===== src/rtl/besu_pkg.sv =====
// ----------------------------------------------------------------------------
// besu_pkg
// Types and constants shared by the beat aligned event scheduler modules.
// ----------------------------------------------------------------------------
package besu_pkg;

	localparam int BEAT_W  = 48;
	localparam int COORD_W = 32;
	localparam int TAG_W   = 8;
	localparam int TGT_W   = 47;
	localparam int DIV_W   = 50;
	localparam int REM_W   = 32;

	localparam logic signed [BEAT_W-1:0] BEAT_MAX = 48'sh7FFF_FFFF_FFFF;

	typedef enum logic [1:0] {
		REQ_SCHED  = 2'd0,
		REQ_TICK   = 2'd1,
		REQ_REBASE = 2'd2,
		REQ_NONE   = 2'd3
	} req_t;

	typedef enum logic [2:0] {
		ST_ACCEPTED = 3'd0,
		ST_FULL     = 3'd1,
		ST_INVALID  = 3'd2,
		ST_FIRED    = 3'd3,
		ST_NONE     = 3'd4,
		ST_REBASED  = 3'd5
	} status_t;

	typedef struct packed {
		logic [1:0]                req_type;
		logic signed [BEAT_W-1:0]  beat_value;
		logic signed [COORD_W-1:0] sync_period;
		logic signed [COORD_W-1:0] sync_offset;
		logic signed [COORD_W-1:0] sync_origin;
		logic [TAG_W-1:0]          event_tag;
	} in_t;

	typedef struct packed {
		logic [2:0]       status;
		logic [TAG_W-1:0] fired_tag;
		logic [TGT_W-1:0] target_beat;
		logic             last;
	} out_t;

	typedef struct packed {
		logic [TAG_W-1:0]          tag;
		logic signed [COORD_W-1:0] period;
		logic signed [COORD_W-1:0] offset;
		logic signed [COORD_W-1:0] origin;
		logic signed [BEAT_W-1:0]  target;
	} entry_t;

	localparam int ENTRY_W = $bits(entry_t);

	typedef enum logic [1:0] {
		WR_NEW    = 2'd0,
		WR_MOVE   = 2'd1,
		WR_REBASE = 2'd2
	} wr_src_t;

	typedef enum logic [1:0] {
		O_ITEM_ZERO = 2'd0,
		O_ITEM_GRID = 2'd1,
		O_PEND      = 2'd2,
		O_ZERO      = 2'd3
	} out_sel_t;

	typedef struct packed {
		logic     load_item;
		logic     cur_load;
		logic     grid_start;
		logic     grid_src_ram;
		logic     wr_en;
		wr_src_t  wr_src;
		logic     pend_load;
		logic     emit;
		out_sel_t out_sel;
		status_t  emit_status;
		logic     emit_last;
	} cmd_t;

	typedef struct packed {
		logic [1:0] req_type;
		logic       per_bad;
		logic       fire;
		logic       grid_done;
	} stat_t;

endpackage


===== src/rtl/besu_ram.sv =====
// ----------------------------------------------------------------------------
// besu_ram
// Generic simple dual port RAM, one write and one registered read port.
// ----------------------------------------------------------------------------
module besu_ram #(
	parameter int WIDTH = 8,
	parameter int DEPTH = 16
) (
	input  logic                                 clk,
	input  logic                                 we,
	input  logic [(DEPTH > 1 ? $clog2(DEPTH) : 1)-1:0] waddr,
	input  logic [WIDTH-1:0]                     wdata,
	input  logic [(DEPTH > 1 ? $clog2(DEPTH) : 1)-1:0] raddr,
	output logic [WIDTH-1:0]                     rdata
);

	logic [WIDTH-1:0] mem_q [DEPTH];
	logic [WIDTH-1:0] rdata_q;

	always_ff @(posedge clk) begin
		if (we) begin
			mem_q[waddr] <= wdata;
		end
		rdata_q <= mem_q[raddr];
	end

	assign rdata = rdata_q;

endmodule


===== src/rtl/besu_grid.sv =====
// ----------------------------------------------------------------------------
// besu_grid
// Iterative grid target unit: next grid point after the current beat,
// using a one bit per cycle remainder unit for up to three modulo steps.
// ----------------------------------------------------------------------------
module besu_grid import besu_pkg::*; (
	input  logic                      clk,
	input  logic                      arst_n,
	input  logic                      start,
	input  logic signed [BEAT_W-1:0]  cur,
	input  logic signed [COORD_W-1:0] per,
	input  logic signed [COORD_W-1:0] off,
	input  logic signed [COORD_W-1:0] org,
	output logic                      done,
	output logic signed [BEAT_W-1:0]  target
);

	localparam int DIFF_W = BEAT_W + 1;
	localparam int E_W    = COORD_W + 2;
	localparam int CNT_W  = $clog2(DIV_W);

	typedef enum logic [4:0] {
		G_IDLE = 5'b00001,
		G_CUR  = 5'b00010,
		G_ORG  = 5'b00100,
		G_SEL  = 5'b01000,
		G_D    = 5'b10000
	} gphase_t;

	gphase_t                   phase_q;
	logic                      done_q;
	logic signed [BEAT_W-1:0]  cur_q;
	logic signed [COORD_W-1:0] per_q;
	logic signed [COORD_W-1:0] off_q;
	logic signed [COORD_W-1:0] org_q;
	logic                      neg_q;
	logic [DIV_W-1:0]          dvd_q;
	logic [REM_W-1:0]          rem_q;
	logic [CNT_W-1:0]          cnt_q;
	logic signed [E_W-1:0]     e_q;
	logic signed [BEAT_W-1:0]  target_q;

	logic [REM_W:0]            sh;
	logic [REM_W:0]            per_u;
	logic [REM_W:0]            sub;
	logic [REM_W-1:0]          rem_nx;
	logic                      last_step;
	logic [BEAT_W-1:0]         in_abs;
	logic signed [DIFF_W-1:0]  diff;
	logic [DIFF_W-1:0]         diff_abs;
	logic [REM_W-1:0]          r_fix;
	logic signed [E_W-1:0]     e_org;
	logic signed [E_W-1:0]     e_d;
	logic signed [E_W-1:0]     e_neg;
	logic signed [DIV_W-1:0]   nxt;
	logic signed [BEAT_W-1:0]  nxt_clamp;

	always_comb begin
		sh        = {rem_q, dvd_q[DIV_W-1]};
		per_u     = {1'b0, per_q};
		sub       = sh - per_u;
		rem_nx    = (sh >= per_u) ? sub[REM_W-1:0] : sh[REM_W-1:0];
		last_step = (cnt_q == '0);
		in_abs    = cur[BEAT_W-1] ? -cur : cur;
		diff      = DIFF_W'(cur_q) - DIFF_W'(org_q);
		diff_abs  = diff[DIFF_W-1] ? -diff : diff;
		// floor remainder from the truncated one
		r_fix     = (neg_q && rem_nx != '0) ? per_q - rem_nx : rem_nx;
		e_org     = E_W'(per_q) + E_W'(off_q) - $signed({2'b00, r_fix});
		e_d       = E_W'(per_q) - $signed({2'b00, rem_nx});
		e_neg     = -e_q;
		nxt       = DIV_W'(cur_q) + DIV_W'(e_q);
		if (nxt < 0) begin
			nxt_clamp = '0;
		end else if (nxt > DIV_W'(BEAT_MAX)) begin
			nxt_clamp = BEAT_MAX;
		end else begin
			nxt_clamp = nxt[BEAT_W-1:0];
		end
	end

	always_ff @(posedge clk or negedge arst_n) begin
		if (!arst_n) begin
			phase_q <= G_IDLE;
			done_q  <= 1'b0;
		end else begin
			done_q <= 1'b0;
			case (phase_q)
				G_IDLE: begin
					if (start) phase_q <= G_CUR;
				end
				G_CUR: begin
					if (last_step) begin
						if (rem_nx == '0) begin
							phase_q <= G_IDLE;
							done_q  <= 1'b1;
						end else begin
							phase_q <= G_ORG;
						end
					end
				end
				G_ORG: begin
					if (last_step) phase_q <= G_SEL;
				end
				G_SEL: begin
					if (e_q > 0) begin
						phase_q <= G_IDLE;
						done_q  <= 1'b1;
					end else begin
						phase_q <= G_D;
					end
				end
				G_D: begin
					if (last_step) phase_q <= G_SEL;
				end
				default: phase_q <= G_IDLE;
			endcase
		end
	end

	always_ff @(posedge clk) begin
		case (phase_q)
			G_IDLE: begin
				if (start) begin
					cur_q <= cur;
					per_q <= per;
					off_q <= off;
					org_q <= org;
					dvd_q <= {{(DIV_W-BEAT_W){1'b0}}, in_abs};
					rem_q <= '0;
					cnt_q <= CNT_W'(DIV_W - 1);
				end
			end
			G_CUR: begin
				target_q <= cur_q;
				if (last_step) begin
					dvd_q <= {{(DIV_W-DIFF_W){1'b0}}, diff_abs};
					neg_q <= diff[DIFF_W-1];
					rem_q <= '0;
					cnt_q <= CNT_W'(DIV_W - 1);
				end else begin
					dvd_q <= dvd_q << 1;
					rem_q <= rem_nx;
					cnt_q <= cnt_q - 1'b1;
				end
			end
			G_ORG, G_D: begin
				dvd_q <= dvd_q << 1;
				rem_q <= rem_nx;
				cnt_q <= cnt_q - 1'b1;
				if (last_step) e_q <= (phase_q == G_ORG) ? e_org : e_d;
			end
			G_SEL: begin
				target_q <= nxt_clamp;
				// offset behind the beat: step on by whole periods
				dvd_q    <= {{(DIV_W-E_W){1'b0}}, e_neg};
				rem_q    <= '0;
				cnt_q    <= CNT_W'(DIV_W - 1);
			end
			default: ;
		endcase
	end

	assign done   = done_q;
	assign target = target_q;

endmodule


===== src/rtl/besu_ctrl.sv =====
// ----------------------------------------------------------------------------
// besu_ctrl
// Sequencer for schedule, tick scan and rebase walks over the queue.
// ----------------------------------------------------------------------------
module besu_ctrl import besu_pkg::*; #(
	parameter int QUEUE_DEPTH = 16
) (
	input  logic                clk,
	input  logic                arst_n,
	input  logic                start,
	output logic                busy,
	input  stat_t               stat,
	output cmd_t                cmd,
	output logic [(QUEUE_DEPTH > 1 ? $clog2(QUEUE_DEPTH) : 1)-1:0] rd_addr,
	output logic [(QUEUE_DEPTH > 1 ? $clog2(QUEUE_DEPTH) : 1)-1:0] wr_addr
);

	localparam int AW = QUEUE_DEPTH > 1 ? $clog2(QUEUE_DEPTH) : 1;
	localparam int CW = $clog2(QUEUE_DEPTH + 1);

	typedef enum logic [8:0] {
		S_IDLE  = 9'b000000001,
		S_DISP  = 9'b000000010,
		S_SCHED = 9'b000000100,
		S_TRD   = 9'b000001000,
		S_TCHK  = 9'b000010000,
		S_TEND  = 9'b000100000,
		S_RRD   = 9'b001000000,
		S_RGO   = 9'b010000000,
		S_RWAIT = 9'b100000000
	} state_t;

	state_t         state_q, state_d;
	logic [CW-1:0]  count_q, count_d;
	logic [CW-1:0]  i_q, i_d;
	logic [CW-1:0]  keep_q, keep_d;
	logic           fired_q, fired_d;
	logic [CW-1:0]  i_inc;

	always_comb begin
		cmd     = '0;
		state_d = state_q;
		count_d = count_q;
		i_d     = i_q;
		keep_d  = keep_q;
		fired_d = fired_q;
		i_inc   = i_q + 1'b1;
		wr_addr = i_q[AW-1:0];
		case (state_q)
			S_IDLE: begin
				if (start) begin
					cmd.load_item = 1'b1;
					state_d       = S_DISP;
				end
			end
			S_DISP: begin
				case (stat.req_type)
					REQ_SCHED: begin
						if (stat.per_bad) begin
							cmd.emit        = 1'b1;
							cmd.out_sel     = O_ITEM_ZERO;
							cmd.emit_status = ST_INVALID;
							cmd.emit_last   = 1'b1;
							state_d         = S_IDLE;
						end else if (count_q == CW'(QUEUE_DEPTH)) begin
							cmd.emit        = 1'b1;
							cmd.out_sel     = O_ITEM_ZERO;
							cmd.emit_status = ST_FULL;
							cmd.emit_last   = 1'b1;
							state_d         = S_IDLE;
						end else begin
							cmd.grid_start = 1'b1;
							state_d        = S_SCHED;
						end
					end
					REQ_TICK: begin
						cmd.cur_load = 1'b1;
						i_d          = '0;
						keep_d       = '0;
						fired_d      = 1'b0;
						state_d      = (count_q == '0) ? S_TEND : S_TRD;
					end
					REQ_REBASE: begin
						cmd.cur_load = 1'b1;
						i_d          = '0;
						if (count_q == '0) begin
							cmd.emit        = 1'b1;
							cmd.out_sel     = O_ZERO;
							cmd.emit_status = ST_REBASED;
							cmd.emit_last   = 1'b1;
							state_d         = S_IDLE;
						end else begin
							state_d = S_RRD;
						end
					end
					default: state_d = S_IDLE;
				endcase
			end
			S_SCHED: begin
				wr_addr = count_q[AW-1:0];
				if (stat.grid_done) begin
					cmd.wr_en       = 1'b1;
					cmd.wr_src      = WR_NEW;
					cmd.emit        = 1'b1;
					cmd.out_sel     = O_ITEM_GRID;
					cmd.emit_status = ST_ACCEPTED;
					cmd.emit_last   = 1'b1;
					count_d         = count_q + 1'b1;
					state_d         = S_IDLE;
				end
			end
			S_TRD: state_d = S_TCHK;
			S_TCHK: begin
				wr_addr = keep_q[AW-1:0];
				if (stat.fire) begin
					// previous fired event goes out once another one is known
					if (fired_q) begin
						cmd.emit        = 1'b1;
						cmd.out_sel     = O_PEND;
						cmd.emit_status = ST_FIRED;
					end
					cmd.pend_load = 1'b1;
					fired_d       = 1'b1;
				end else begin
					cmd.wr_en  = 1'b1;
					cmd.wr_src = WR_MOVE;
					keep_d     = keep_q + 1'b1;
				end
				i_d     = i_inc;
				state_d = (i_inc == count_q) ? S_TEND : S_TRD;
			end
			S_TEND: begin
				count_d         = keep_q;
				cmd.emit        = 1'b1;
				cmd.emit_last   = 1'b1;
				cmd.out_sel     = fired_q ? O_PEND : O_ZERO;
				cmd.emit_status = fired_q ? ST_FIRED : ST_NONE;
				state_d         = S_IDLE;
			end
			S_RRD: state_d = S_RGO;
			S_RGO: begin
				cmd.grid_start   = 1'b1;
				cmd.grid_src_ram = 1'b1;
				state_d          = S_RWAIT;
			end
			S_RWAIT: begin
				if (stat.grid_done) begin
					cmd.wr_en  = 1'b1;
					cmd.wr_src = WR_REBASE;
					i_d        = i_inc;
					if (i_inc == count_q) begin
						cmd.emit        = 1'b1;
						cmd.out_sel     = O_ZERO;
						cmd.emit_status = ST_REBASED;
						cmd.emit_last   = 1'b1;
						state_d         = S_IDLE;
					end else begin
						state_d = S_RRD;
					end
				end
			end
			default: state_d = S_IDLE;
		endcase
	end

	always_ff @(posedge clk or negedge arst_n) begin
		if (!arst_n) begin
			state_q <= S_IDLE;
			count_q <= '0;
			i_q     <= '0;
			keep_q  <= '0;
			fired_q <= 1'b0;
		end else begin
			state_q <= state_d;
			count_q <= count_d;
			i_q     <= i_d;
			keep_q  <= keep_d;
			fired_q <= fired_d;
		end
	end

	assign busy    = (state_q != S_IDLE);
	assign rd_addr = i_q[AW-1:0];

	a_count_range: assert property (@(posedge clk) disable iff (!arst_n)
		count_q <= CW'(QUEUE_DEPTH))
		else $error("queue count above depth");

	a_keep_behind: assert property (@(posedge clk) disable iff (!arst_n)
		(state_q == S_TCHK || state_q == S_TRD) |-> keep_q <= i_q)
		else $error("compaction index ahead of scan index");

	a_last_ends: assert property (@(posedge clk) disable iff (!arst_n)
		(cmd.emit && cmd.emit_last) |=> state_q == S_IDLE)
		else $error("final result transfer without return to idle");

	a_grid_done: assert property (@(posedge clk) disable iff (!arst_n)
		stat.grid_done |-> (state_q == S_SCHED || state_q == S_RWAIT))
		else $error("grid unit finished outside a wait state");

endmodule


===== src/rtl/besu_dp.sv =====
// ----------------------------------------------------------------------------
// besu_dp
// Datapath: item and beat registers, entry memory, grid unit, result regs.
// ----------------------------------------------------------------------------
module besu_dp import besu_pkg::*; #(
	parameter int QUEUE_DEPTH = 16
) (
	input  logic  clk,
	input  logic  arst_n,
	input  in_t   item,
	input  cmd_t  cmd,
	output stat_t stat,
	input  logic [(QUEUE_DEPTH > 1 ? $clog2(QUEUE_DEPTH) : 1)-1:0] rd_addr,
	input  logic [(QUEUE_DEPTH > 1 ? $clog2(QUEUE_DEPTH) : 1)-1:0] wr_addr,
	output logic  done,
	output out_t  result
);

	in_t                      item_q;
	logic signed [BEAT_W-1:0] cur_beat_q;
	logic [TAG_W-1:0]         pend_tag_q;
	logic signed [BEAT_W-1:0] pend_tgt_q;
	out_t                     result_q;
	logic                     done_q;

	logic [ENTRY_W-1:0]        rd_raw;
	entry_t                    rd_entry;
	entry_t                    wr_entry;
	logic                      grid_done;
	logic signed [BEAT_W-1:0]  grid_tgt;
	logic signed [COORD_W-1:0] g_per;
	logic signed [COORD_W-1:0] g_off;
	logic signed [COORD_W-1:0] g_org;
	out_t                      out_d;

	function automatic logic [TGT_W-1:0] show_target(input logic signed [BEAT_W-1:0] t);
		show_target = t[BEAT_W-1] ? '0 : t[TGT_W-1:0];
	endfunction

	assign rd_entry = entry_t'(rd_raw);

	always_comb begin
		g_per = cmd.grid_src_ram ? rd_entry.period : item_q.sync_period;
		g_off = cmd.grid_src_ram ? rd_entry.offset : item_q.sync_offset;
		g_org = cmd.grid_src_ram ? rd_entry.origin : item_q.sync_origin;

		wr_entry = rd_entry;
		case (cmd.wr_src)
			WR_NEW: begin
				wr_entry.tag    = item_q.event_tag;
				wr_entry.period = item_q.sync_period;
				wr_entry.offset = item_q.sync_offset;
				wr_entry.origin = item_q.sync_origin;
				wr_entry.target = grid_tgt;
			end
			WR_MOVE:   wr_entry = rd_entry;
			WR_REBASE: wr_entry.target = grid_tgt;
			default:   wr_entry = rd_entry;
		endcase

		out_d.status = cmd.emit_status;
		out_d.last   = cmd.emit_last;
		case (cmd.out_sel)
			O_ITEM_ZERO: begin
				out_d.fired_tag   = item_q.event_tag;
				out_d.target_beat = '0;
			end
			O_ITEM_GRID: begin
				out_d.fired_tag   = item_q.event_tag;
				out_d.target_beat = show_target(grid_tgt);
			end
			O_PEND: begin
				out_d.fired_tag   = pend_tag_q;
				out_d.target_beat = show_target(pend_tgt_q);
			end
			default: begin
				out_d.fired_tag   = '0;
				out_d.target_beat = '0;
			end
		endcase

		stat.req_type  = item_q.req_type;
		stat.per_bad   = (item_q.sync_period <= 0);
		stat.fire      = (item_q.beat_value > rd_entry.target);
		stat.grid_done = grid_done;
	end

	besu_ram #(
		.WIDTH (ENTRY_W),
		.DEPTH (QUEUE_DEPTH)
	) u_ram (
		.clk   (clk),
		.we    (cmd.wr_en),
		.waddr (wr_addr),
		.wdata (wr_entry),
		.raddr (rd_addr),
		.rdata (rd_raw)
	);

	besu_grid u_grid (
		.clk    (clk),
		.arst_n (arst_n),
		.start  (cmd.grid_start),
		.cur    (cur_beat_q),
		.per    (g_per),
		.off    (g_off),
		.org    (g_org),
		.done   (grid_done),
		.target (grid_tgt)
	);

	always_ff @(posedge clk or negedge arst_n) begin
		if (!arst_n) begin
			cur_beat_q <= '0;
			done_q     <= 1'b0;
		end else begin
			done_q <= cmd.emit;
			if (cmd.cur_load) cur_beat_q <= item_q.beat_value;
		end
	end

	always_ff @(posedge clk) begin
		if (cmd.load_item) item_q <= item;
		if (cmd.pend_load) begin
			pend_tag_q <= rd_entry.tag;
			pend_tgt_q <= rd_entry.target;
		end
		if (cmd.emit) result_q <= out_d;
	end

	assign done   = done_q;
	assign result = result_q;

endmodule


===== src/rtl/beat_aligned_event_scheduler_unit.sv =====
// ----------------------------------------------------------------------------
// beat_aligned_event_scheduler_unit
// Ordered queue of beat-grid sync events: schedule, tick and rebase.
// ----------------------------------------------------------------------------
// Usage:
//   Input: drive item and raise start; the transfer happens on a clock edge
//   with start high and busy low. busy stays high until all results are out.
//   Output: each result sits on result for one cycle with done high. The
//   receiver cannot hold results off; every done cycle is one transfer.
//   Schedule: one result, after one remainder pass in the grid unit when the
//   current beat is a multiple of the period, two or three passes otherwise
//   (one bit per cycle); no pass for an invalid period or a full queue.
//   Tick: per queued entry, one memory read, then one compare and compaction
//   write; one result per fired event in queue order, or a single none-fired
//   result.
//   Rebase: one grid pass per queued entry, then one result.
//   Reset clears the current beat and the queue count; entry memory needs no
//   clearing pass.
// ----------------------------------------------------------------------------
module beat_aligned_event_scheduler_unit import besu_pkg::*; #(
	parameter int QUEUE_DEPTH = 16
) (
	input  logic clk,
	input  logic arst_n,
	input  logic start,
	output logic busy,
	input  in_t  item,
	output logic done,
	output out_t result
);

	localparam int AW = QUEUE_DEPTH > 1 ? $clog2(QUEUE_DEPTH) : 1;

	cmd_t          cmd;
	stat_t         stat;
	logic [AW-1:0] rd_addr;
	logic [AW-1:0] wr_addr;

	besu_ctrl #(
		.QUEUE_DEPTH (QUEUE_DEPTH)
	) u_ctrl (
		.clk     (clk),
		.arst_n  (arst_n),
		.start   (start),
		.busy    (busy),
		.stat    (stat),
		.cmd     (cmd),
		.rd_addr (rd_addr),
		.wr_addr (wr_addr)
	);

	besu_dp #(
		.QUEUE_DEPTH (QUEUE_DEPTH)
	) u_dp (
		.clk     (clk),
		.arst_n  (arst_n),
		.item    (item),
		.cmd     (cmd),
		.stat    (stat),
		.rd_addr (rd_addr),
		.wr_addr (wr_addr),
		.done    (done),
		.result  (result)
	);

endmodule


===== config.mk =====
export PLATFORM = sky130hd
export DESIGN_NAME = beat_aligned_event_scheduler_unit
export DESIGN_NICKNAME = d
export VERILOG_FILES = /design/src/rtl/besu_pkg.sv /design/src/rtl/besu_ram.sv /design/src/rtl/besu_grid.sv /design/src/rtl/besu_ctrl.sv /design/src/rtl/besu_dp.sv /design/src/rtl/beat_aligned_event_scheduler_unit.sv
export SDC_FILE = /design/constraint.sdc
export NUM_CORES = 2
export LEC_CHECK = 0
export CAP_MARGIN = 15
export CORE_MARGIN = 2
export CORE_UTILIZATION = 35
export CTS_BUF_LIST = sky130_fd_sc_hd__clkbuf_16
export CTS_CLUSTER_SIZE = 25
export DETAILED_ROUTE_END_ITERATION = 8
export DONT_BUFFER_PORTS = 1
export PLACE_DENSITY = 0.6
export SLEW_MARGIN = 10
export SYNTH_ARGS = -nofsm -noshare
export SYNTH_HDL_FRONTEND = slang
export SYNTH_SLANG_ARGS = --single-unit

===== constraint.sdc =====
create_clock -name clk -period 12.2 [get_ports clk]
set_input_delay 2.44 -clock clk [delete_from_list [all_inputs] [get_ports clk]]
set_output_delay 2.44 -clock clk [all_outputs]
set_load 0.02 [all_outputs]

## Word level (Yosys, flattened, before mapping)

Memory sizes are Yosys's and may differ from the RTL's. A register that Yosys moved wholly into a read port is not among the register bits.
Index checks and enable logic that the tools add are counted.

| storage, ports and cells | value |
|---|---|
| register bits after elaboration | 664 |
| word-level logic and storage cells | 197 |
| memories | 1 |
| RAM bits | 2,432 |

Memory list:

| name | depth | bits a word | read ports | clocked after memory_dff | write ports | RTL line | RTL |
|---|---|---|---|---|---|---|---|
| u_dp.u_ram.mem_q | 16 | 152 | 1 | 1 | 1 | besu_ram.sv:17 | `logic [WIDTH-1:0] mem_q [DEPTH];` |

| cells by class | value |
|---|---|
| muxes and demuxes | 87 |
| equal/unequal tests | 32 |
| reduce and logical (&&, ||, !) cells | 26 |
| add/subtract/negate cells | 14 |
| order comparisons | 6 |

Operators by type and width:

| cell | number |
|---|---|
| 2-to-1 mux 32 bit | 7 |
| one-hot mux 50 bit (4 select lines) | 1 |
| 2-to-1 mux 48 bit | 4 |
| one-hot mux 55 bit (3 select lines) | 1 |
| one-hot mux 32 bit (4 select lines) | 1 |
| 2-to-1 mux 104 bit | 1 |
| 2-to-1 mux 50 bit | 2 |
| one-hot mux 48 bit (2 select lines) | 1 |
| 2-to-1 mux 47 bit | 2 |
| one-hot mux 9 bit (8 select lines) | 1 |
| subtractor 32 bit | 2 |
| 2-to-1 mux 7 bit | 9 |
| adder 48 x 34 -> 49 bit | 1 |
| greater-than comparator 49 x 48 -> 1 bit, second input constant | 1 |
| less-than comparator 49 x 1 -> 1 bit, second input constant | 1 |
| 2-to-1 mux 49 bit | 1 |
| negation 49 bit | 1 |
| subtractor 48 x 32 -> 49 bit | 1 |
| greater-than comparator 48 bit | 1 |
| negation 48 bit | 1 |
| 2-to-1 mux 5 bit | 9 |
| greater-than comparator 34 x 1 -> 1 bit, second input constant | 1 |
| 2-to-1 mux 34 bit | 1 |
| negation 34 bit | 1 |
| 54 further kinds | 113 |

## Logic depth before layout (Yosys ltp)

| logic depth | value |
|---|---|
| depth after elaboration | 7 |
| gate-level depth with buffers | 40 |

## Cells and area by module

From an unflattened synthesis, not the netlist that was laid out.

| second synthesis, totals | value |
|---|---|
| cell total of the unflattened synthesis | 8,066 |
| area total of the unflattened synthesis | 138,076.2 µm² |

By module, submodules not included:

| module | sequential area each (µm²) | area each (µm²) | cells each | times used |
|---|---|---|---|---|
| besu_ram | 76,073.0 | 94,464.3 | 3,972 | 1 |
| besu_grid | 9,610.5 | 26,954.6 | 2,947 | 1 |
| besu_dp | 9,303.9 | 14,715.4 | 918 | 1 |
| besu_ctrl | 626.9 | 1,941.9 | 229 | 1 |

## Worst setup path before layout

OpenSTA, ideal clock, no wires.

| timing | value |
|---|---|
| kind | flip-flop to flip-flop |
| from | register u_ctrl.state_q[2] |
| to | register u_dp.u_grid.phase_q[1] |
| stages on the path, launching flop included | 8 |
| setup slack | -274 ps |
| library setup time | 140 ps |
| arrival time | 12,334 ps |
| clock period less this slack | 12,474 ps |
| buffers on the path | 0 |
| cells stage by stage | dfrtp_1 -> nor4_1 -> nand2_1 -> nor4b_1 -> nand2b_1 -> nand3_1 -> nor3_1 -> o21bai_1 |

| on the way | value |
|---|---|
| cells in the longest elaborated chain, start to end | 4 |
| elaborated cells between the ends (all ways) | 5 |
| those cells by class | eq/ne: 3; mux: 1; reduce/logical: 1 |

Ends and longest elaborated chain:

| what | RTL line | RTL |
|---|---|---|
| start, declared | besu_ctrl.sv:33 | `state_t state_q, state_d;` |
| start signal, assigned | besu_ctrl.sv:174 | `state_q <= state_d;` |
| equality test 9 x 8 -> 1 bit / equality test 9 x 2 -> 1 bit (equally long branches) | besu_ctrl.sv:49 | `case (state_q)` |
| one-hot mux 1 bit (2 select lines) * | besu_ctrl.sv:49 |  |
| != test 2 bit (no source line) * | -- |  |
| AND reduction 3 bit (no source line) * | -- |  |
| end signal, assigned | besu_grid.sv:110 | `phase_q <= G_D;` |
| end signal, assigned | besu_grid.sv:114 | `if (last_step) phase_q <= G_SEL;` |
| end signal, assigned | besu_grid.sv:116 | `default: phase_q <= G_IDLE;` |
| end, declared | besu_grid.sv:30 | `gphase_t phase_q;` |

Mark *: on every way between the ends. The rest lies on a longest branch, timed or not.
A chain may end at the register's enable or synchronous reset.

## Final worst setup path

| timing | value |
|---|---|
| from | register u_dp.u_grid.per_q[20] |
| to | register u_dp.u_grid.e_q[32], data pin |

| on the way | value |
|---|---|
| cells in the longest elaborated chain, start to end | 7 |
| elaborated cells between the ends (all ways) | 11 |
| those cells by class | add/sub: 5; order compare: 1; mux: 3; reduce/logical: 2 |

Ends and longest elaborated chain:

| what | RTL line | RTL |
|---|---|---|
| start, declared | besu_grid.sv:33 | `logic signed [COORD_W-1:0] per_q;` |
| start signal, assigned | besu_grid.sv:126 | `per_q <= per;` |
| branches (longest 6 deep; another with subtractor 33 x 33 -> 34 bit) | -- |  |
| 2-to-1 mux 34 bit * | besu_grid.sv:151 | `if (last_step) e_q <= (phase_q == G_ORG) ? e_org : e_d;` |
| end signal, assigned | besu_grid.sv:151 |  |
| end, declared | besu_grid.sv:40 | `logic signed [E_W-1:0] e_q;` |

Every way passes the cells marked *.

==> results.md <==
- Worst-margin pin slew: 1.15 ns
- Run status: complete, no violations
- Critical path launch point type: flip-flop
- Combinational Power Share: 0.079
- VDD IR-drop max: 0.121 mV
- Critical Path RT: 12.92 ns
- Slowest Stage Delay on Critical Path: 0.57 ns
- Clk_skew: 0.0814 ns
- Pint: 19.5 mW
- Clock transition at the registers of the reported paths: 0.06 ns
- Pin count of the biggest net entering global routing: 152
- Slowest CP cell: a2111oi_0
- Share of layout cells above drive strength 1: 0.222
- Cts hold-fix bufs: 0
- Initial drt markers: 8,160
- Met3 Wirelength: 20.7 mm
- Synth-to-layout area growth: 13.4%
- WL/cell: 28.1 um
- Sw frac: 0.238
- Dpl cells: 12,600
- Clock network power share: 0.409
- Routed Antenna Nets: 0
- Row count: 229
- Setup Fix Bufs, Post-CTS: 0
- Fillers: 34,700
- Switching pwr: 6.09 mW
- Global-route wire length before repair: 532 mm
- Final setup viols: 0
- Initial antenna violation count: 20
- DRT Pass-1 Iters: 6
- Asr flop ratio synth: 0.0246
- Bufs on Longest Clock Path: 4
- Vias in the first global route: 73,900
- Worst hold slack: 0.428 ns
- Vias: 72,900
- Total gr overflow: 0
- RSZ-0062 raised after global routing: no
- Mapped Nets: 7,999
- PortBufs: 0
- Starting density of the core: 0.352
- Final clock period utilization by the worst path: 0.816
- Num Clock Sinks: 3,248
- CTS buffer count: 341
- Clock tree from TritonCTS: yes
- Sequential share of the synthesized area: 0.698
- # IOs: 218
- HP Class: reg2reg
- Max Transition Viols Final: 0
- Fin. Hold Viols: 0
- Pwr/cell area: 165 mW/mm2
- CP dominant cell by count: o21ai_0
- Vias per inst: 5.51
- Period minus WS final: 9.96 ns
- CP arrival: 10.68 ns
- Total Power: 25.6 mW
- Root buffer cell: clkbuf_16
- Setup Crit Path Kind: reg2reg
- Reg power frac: 0.512
- Number of synthesized flops with an enable pin: 3,016
- Final WL: 372 mm
- Leak Pwr: 49.9 nW
- Crit-path max FO: 12
- DP HPWL: 224 mm
- Total track usage: 0.183
- DRC viols: 0
- Worst Setup End Kind: flip-flop
- Die X-Extent: 630 um
- Uppermost layer routed: met5
- Resized cells post-CTS: 0
- M1 WL: 155 mm
- Predominant post-synthesis flop cell: edfxtp_1
- Rel. slew slack: 0.230
- Synth Cell Area: 0.137 mm2
- Worst-Skew Late Latency: 0.96 ns
- Met2 Routed Length: 186 mm
- Synth Warn #: 0
- Synth cell types: 92
- Setup tns final: 0 ns
- Max-cap violations: 0
- Avg Cell Area, Syn: 18.1 um2
- Die Y: 630 um
- Post-Layout Cell Count: 13,200
- H-tree depth: 5
- Register bit total from synthesis: 3,248
- Core Area: 0.389 mm2
- Final Wtd Congestion: 0.939
- Max frequency: 100 MHz
- DIE AREA: 0.396 mm2
- NumNets Final: 8,178
- Cells after synthesis: 7,555
[power by group through the flow]
stage / Clock, mW / Sequential [mW] / Combinational [mW]
finish: 10.5 / 13.1 / 2.01
detailed placement: 0 / 13.4 / 2.00
CTS: 10.7 / 13.1 / 2.02
global placement: 0 / 13.3 / 1.94
floorplan: 0 / 13.1 / 1.39
global route: 11.1 / 13.1 / 2.21
[through the flow]
stage	utilization	worst slack [ns]	cell area [um2]
detailed placement	0.370	2.32	144000
CTS	0.399	2.35	155000
floorplan	-	1.62	137000
finish	0.399	2.24	155000
global route	0.399	1.38	155000
global placement	0.370	2.36	144000
[synthesized netlist by cell type (23+ instances only)]
library cell	n	area [um2]
a21oi_1	247	1240
and3_1	29	181
inv_1	212	796
fa_1	36	721
a22o_1	52	455
mux2_2	275	3100
o31ai_1	38	285
nor2b_1	34	213
and2_1	26	163
a22oi_1	23	173
nand2b_1	36	225
o21bai_1	41	308
nand3_1	81	405
o21ai_0	275	1380
buf_1	75	282
xor2_1	119	1040
xnor2_1	197	1730
dfrtp_1	78	1950
nor4_1	40	250
edfxtp_1	3016	90600
a31oi_1	34	213
mux4_2	760	17100
nand2_1	280	1050
ha_1	251	3140
nor2_1	232	871
o21a_1	26	195
nand4_1	55	344
a221o_1	52	521
or3_1	32	200
dfxtp_1	152	3040
clkbuf_1	249	935
nor3_1	59	295
a21o_1	134	1010
[cell usage in the layout, fill, tap and decap left out, drive strengths merged, types with 36 or more instances in the layout]
master  Yosys  routed
ha        251     251
fa         36      36
o31ai      38      38
nor4       40      40
nand4      55      55
xor2      119     119
a221o      52      52
mux4      760     760
edfxtp   3016    3016
inv       213     293
mux2      275     275
buf        90     175
dfxtp     152     152
nand2     280     280
xnor2     197     197
clkinv      2     138
dfrtp      78      78
o21bai     41      41
o21ai     281     281
nor3       59      59
bufinv      0      37
a22o       52      52
nand3      81      81
clkbuf    249     349
nor2      232     232
nand2b     37      37
a21o      134     134
a21oi     248     248
[logic make-up (layout without fill, tap and decap cells)]
kind of cell | after synthesis | count (layout) | synth area share
other cells | 0 | 3 | 0
simple gates | 981 | 981 | 0.0352
compound gates | 1104 | 1104 | 0.0533
xor+xnor | 316 | 316 | 0.0202
fa+ha+maj | 294 | 294 | 0.0287
buf+inv | 554 | 1019 | 0.0153
flops | 3248 | 3248 | 0.698
mux | 1058 | 1058 | 0.149
[cell type report]
type,instances,area (um2),area share
antenna,3,7.51,0.0000483
clock buffer,349,8730,0.0562
clock inverter,280,2580,0.0166
inverter,215,807,0.00519
multi-input combinational,3753,39600,0.255
sequential,3248,95600,0.616
tap,5197,6500,0.0419
timing repair buffer,175,1540,0.00989
[final timing paths]
path / endpoint / slack, ns / startpoint / cells past startpoint
max: u_dp.u_grid.e_q[32] / 2.24 / u_dp.u_grid.per_q[20] / 35
min in group asynchronous: u_ctrl.state_q[1] / 1.20 / arst_n / 0
max in group asynchronous: u_dp.u_grid.phase_q[0] / 10.75 / arst_n / 0
min: u_dp.pend_tgt_q[38] / 0.43 / u_dp.u_ram.rdata[38] / 0
max reg2reg: u_dp.u_grid.e_q[32] / 2.24 / u_dp.u_grid.per_q[20] / 35
min reg2reg: u_dp.pend_tgt_q[38] / 0.43 / u_dp.u_ram.rdata[38] / 0
[worst max-delay path, delay by kind of cell (launching register included)]
kind            cells  cell delay [ns]
mux                 1             0.41
simple gates        5             0.75
xor+xnor            2             0.29
fa+ha+maj           7             2.68
flops               1             0.53
compound gates     17             4.58
buf+inv             3             0.53
[routing by layer]
layer	vias to the layer above	GRT usage
met5	-	0
met4	4	0.0481
met3	489	0.0242
met2	2553	0.312
met1	38800	0.246
li1	31000	-
[registers in the layout, summed over array words and instances (netlist names), 32 cells and up]
name and count:
u_dp.u_ram.mem_q 2432, u_dp.item_q 152, u_dp.u_ram.rdata 152, u_dp.result 59
u_dp.u_grid.dvd_q 50, u_dp.cur_beat_q 48, u_dp.pend_tgt_q 48, u_dp.u_grid.cur_q 48
u_dp.u_grid.target 48, u_dp.u_grid.e_q 34, u_dp.u_grid.off_q 32, u_dp.u_grid.org_q 32
u_dp.u_grid.per_q 32, u_dp.u_grid.rem_q 32
No activity file was read; power rests on OpenSTA's default activity.
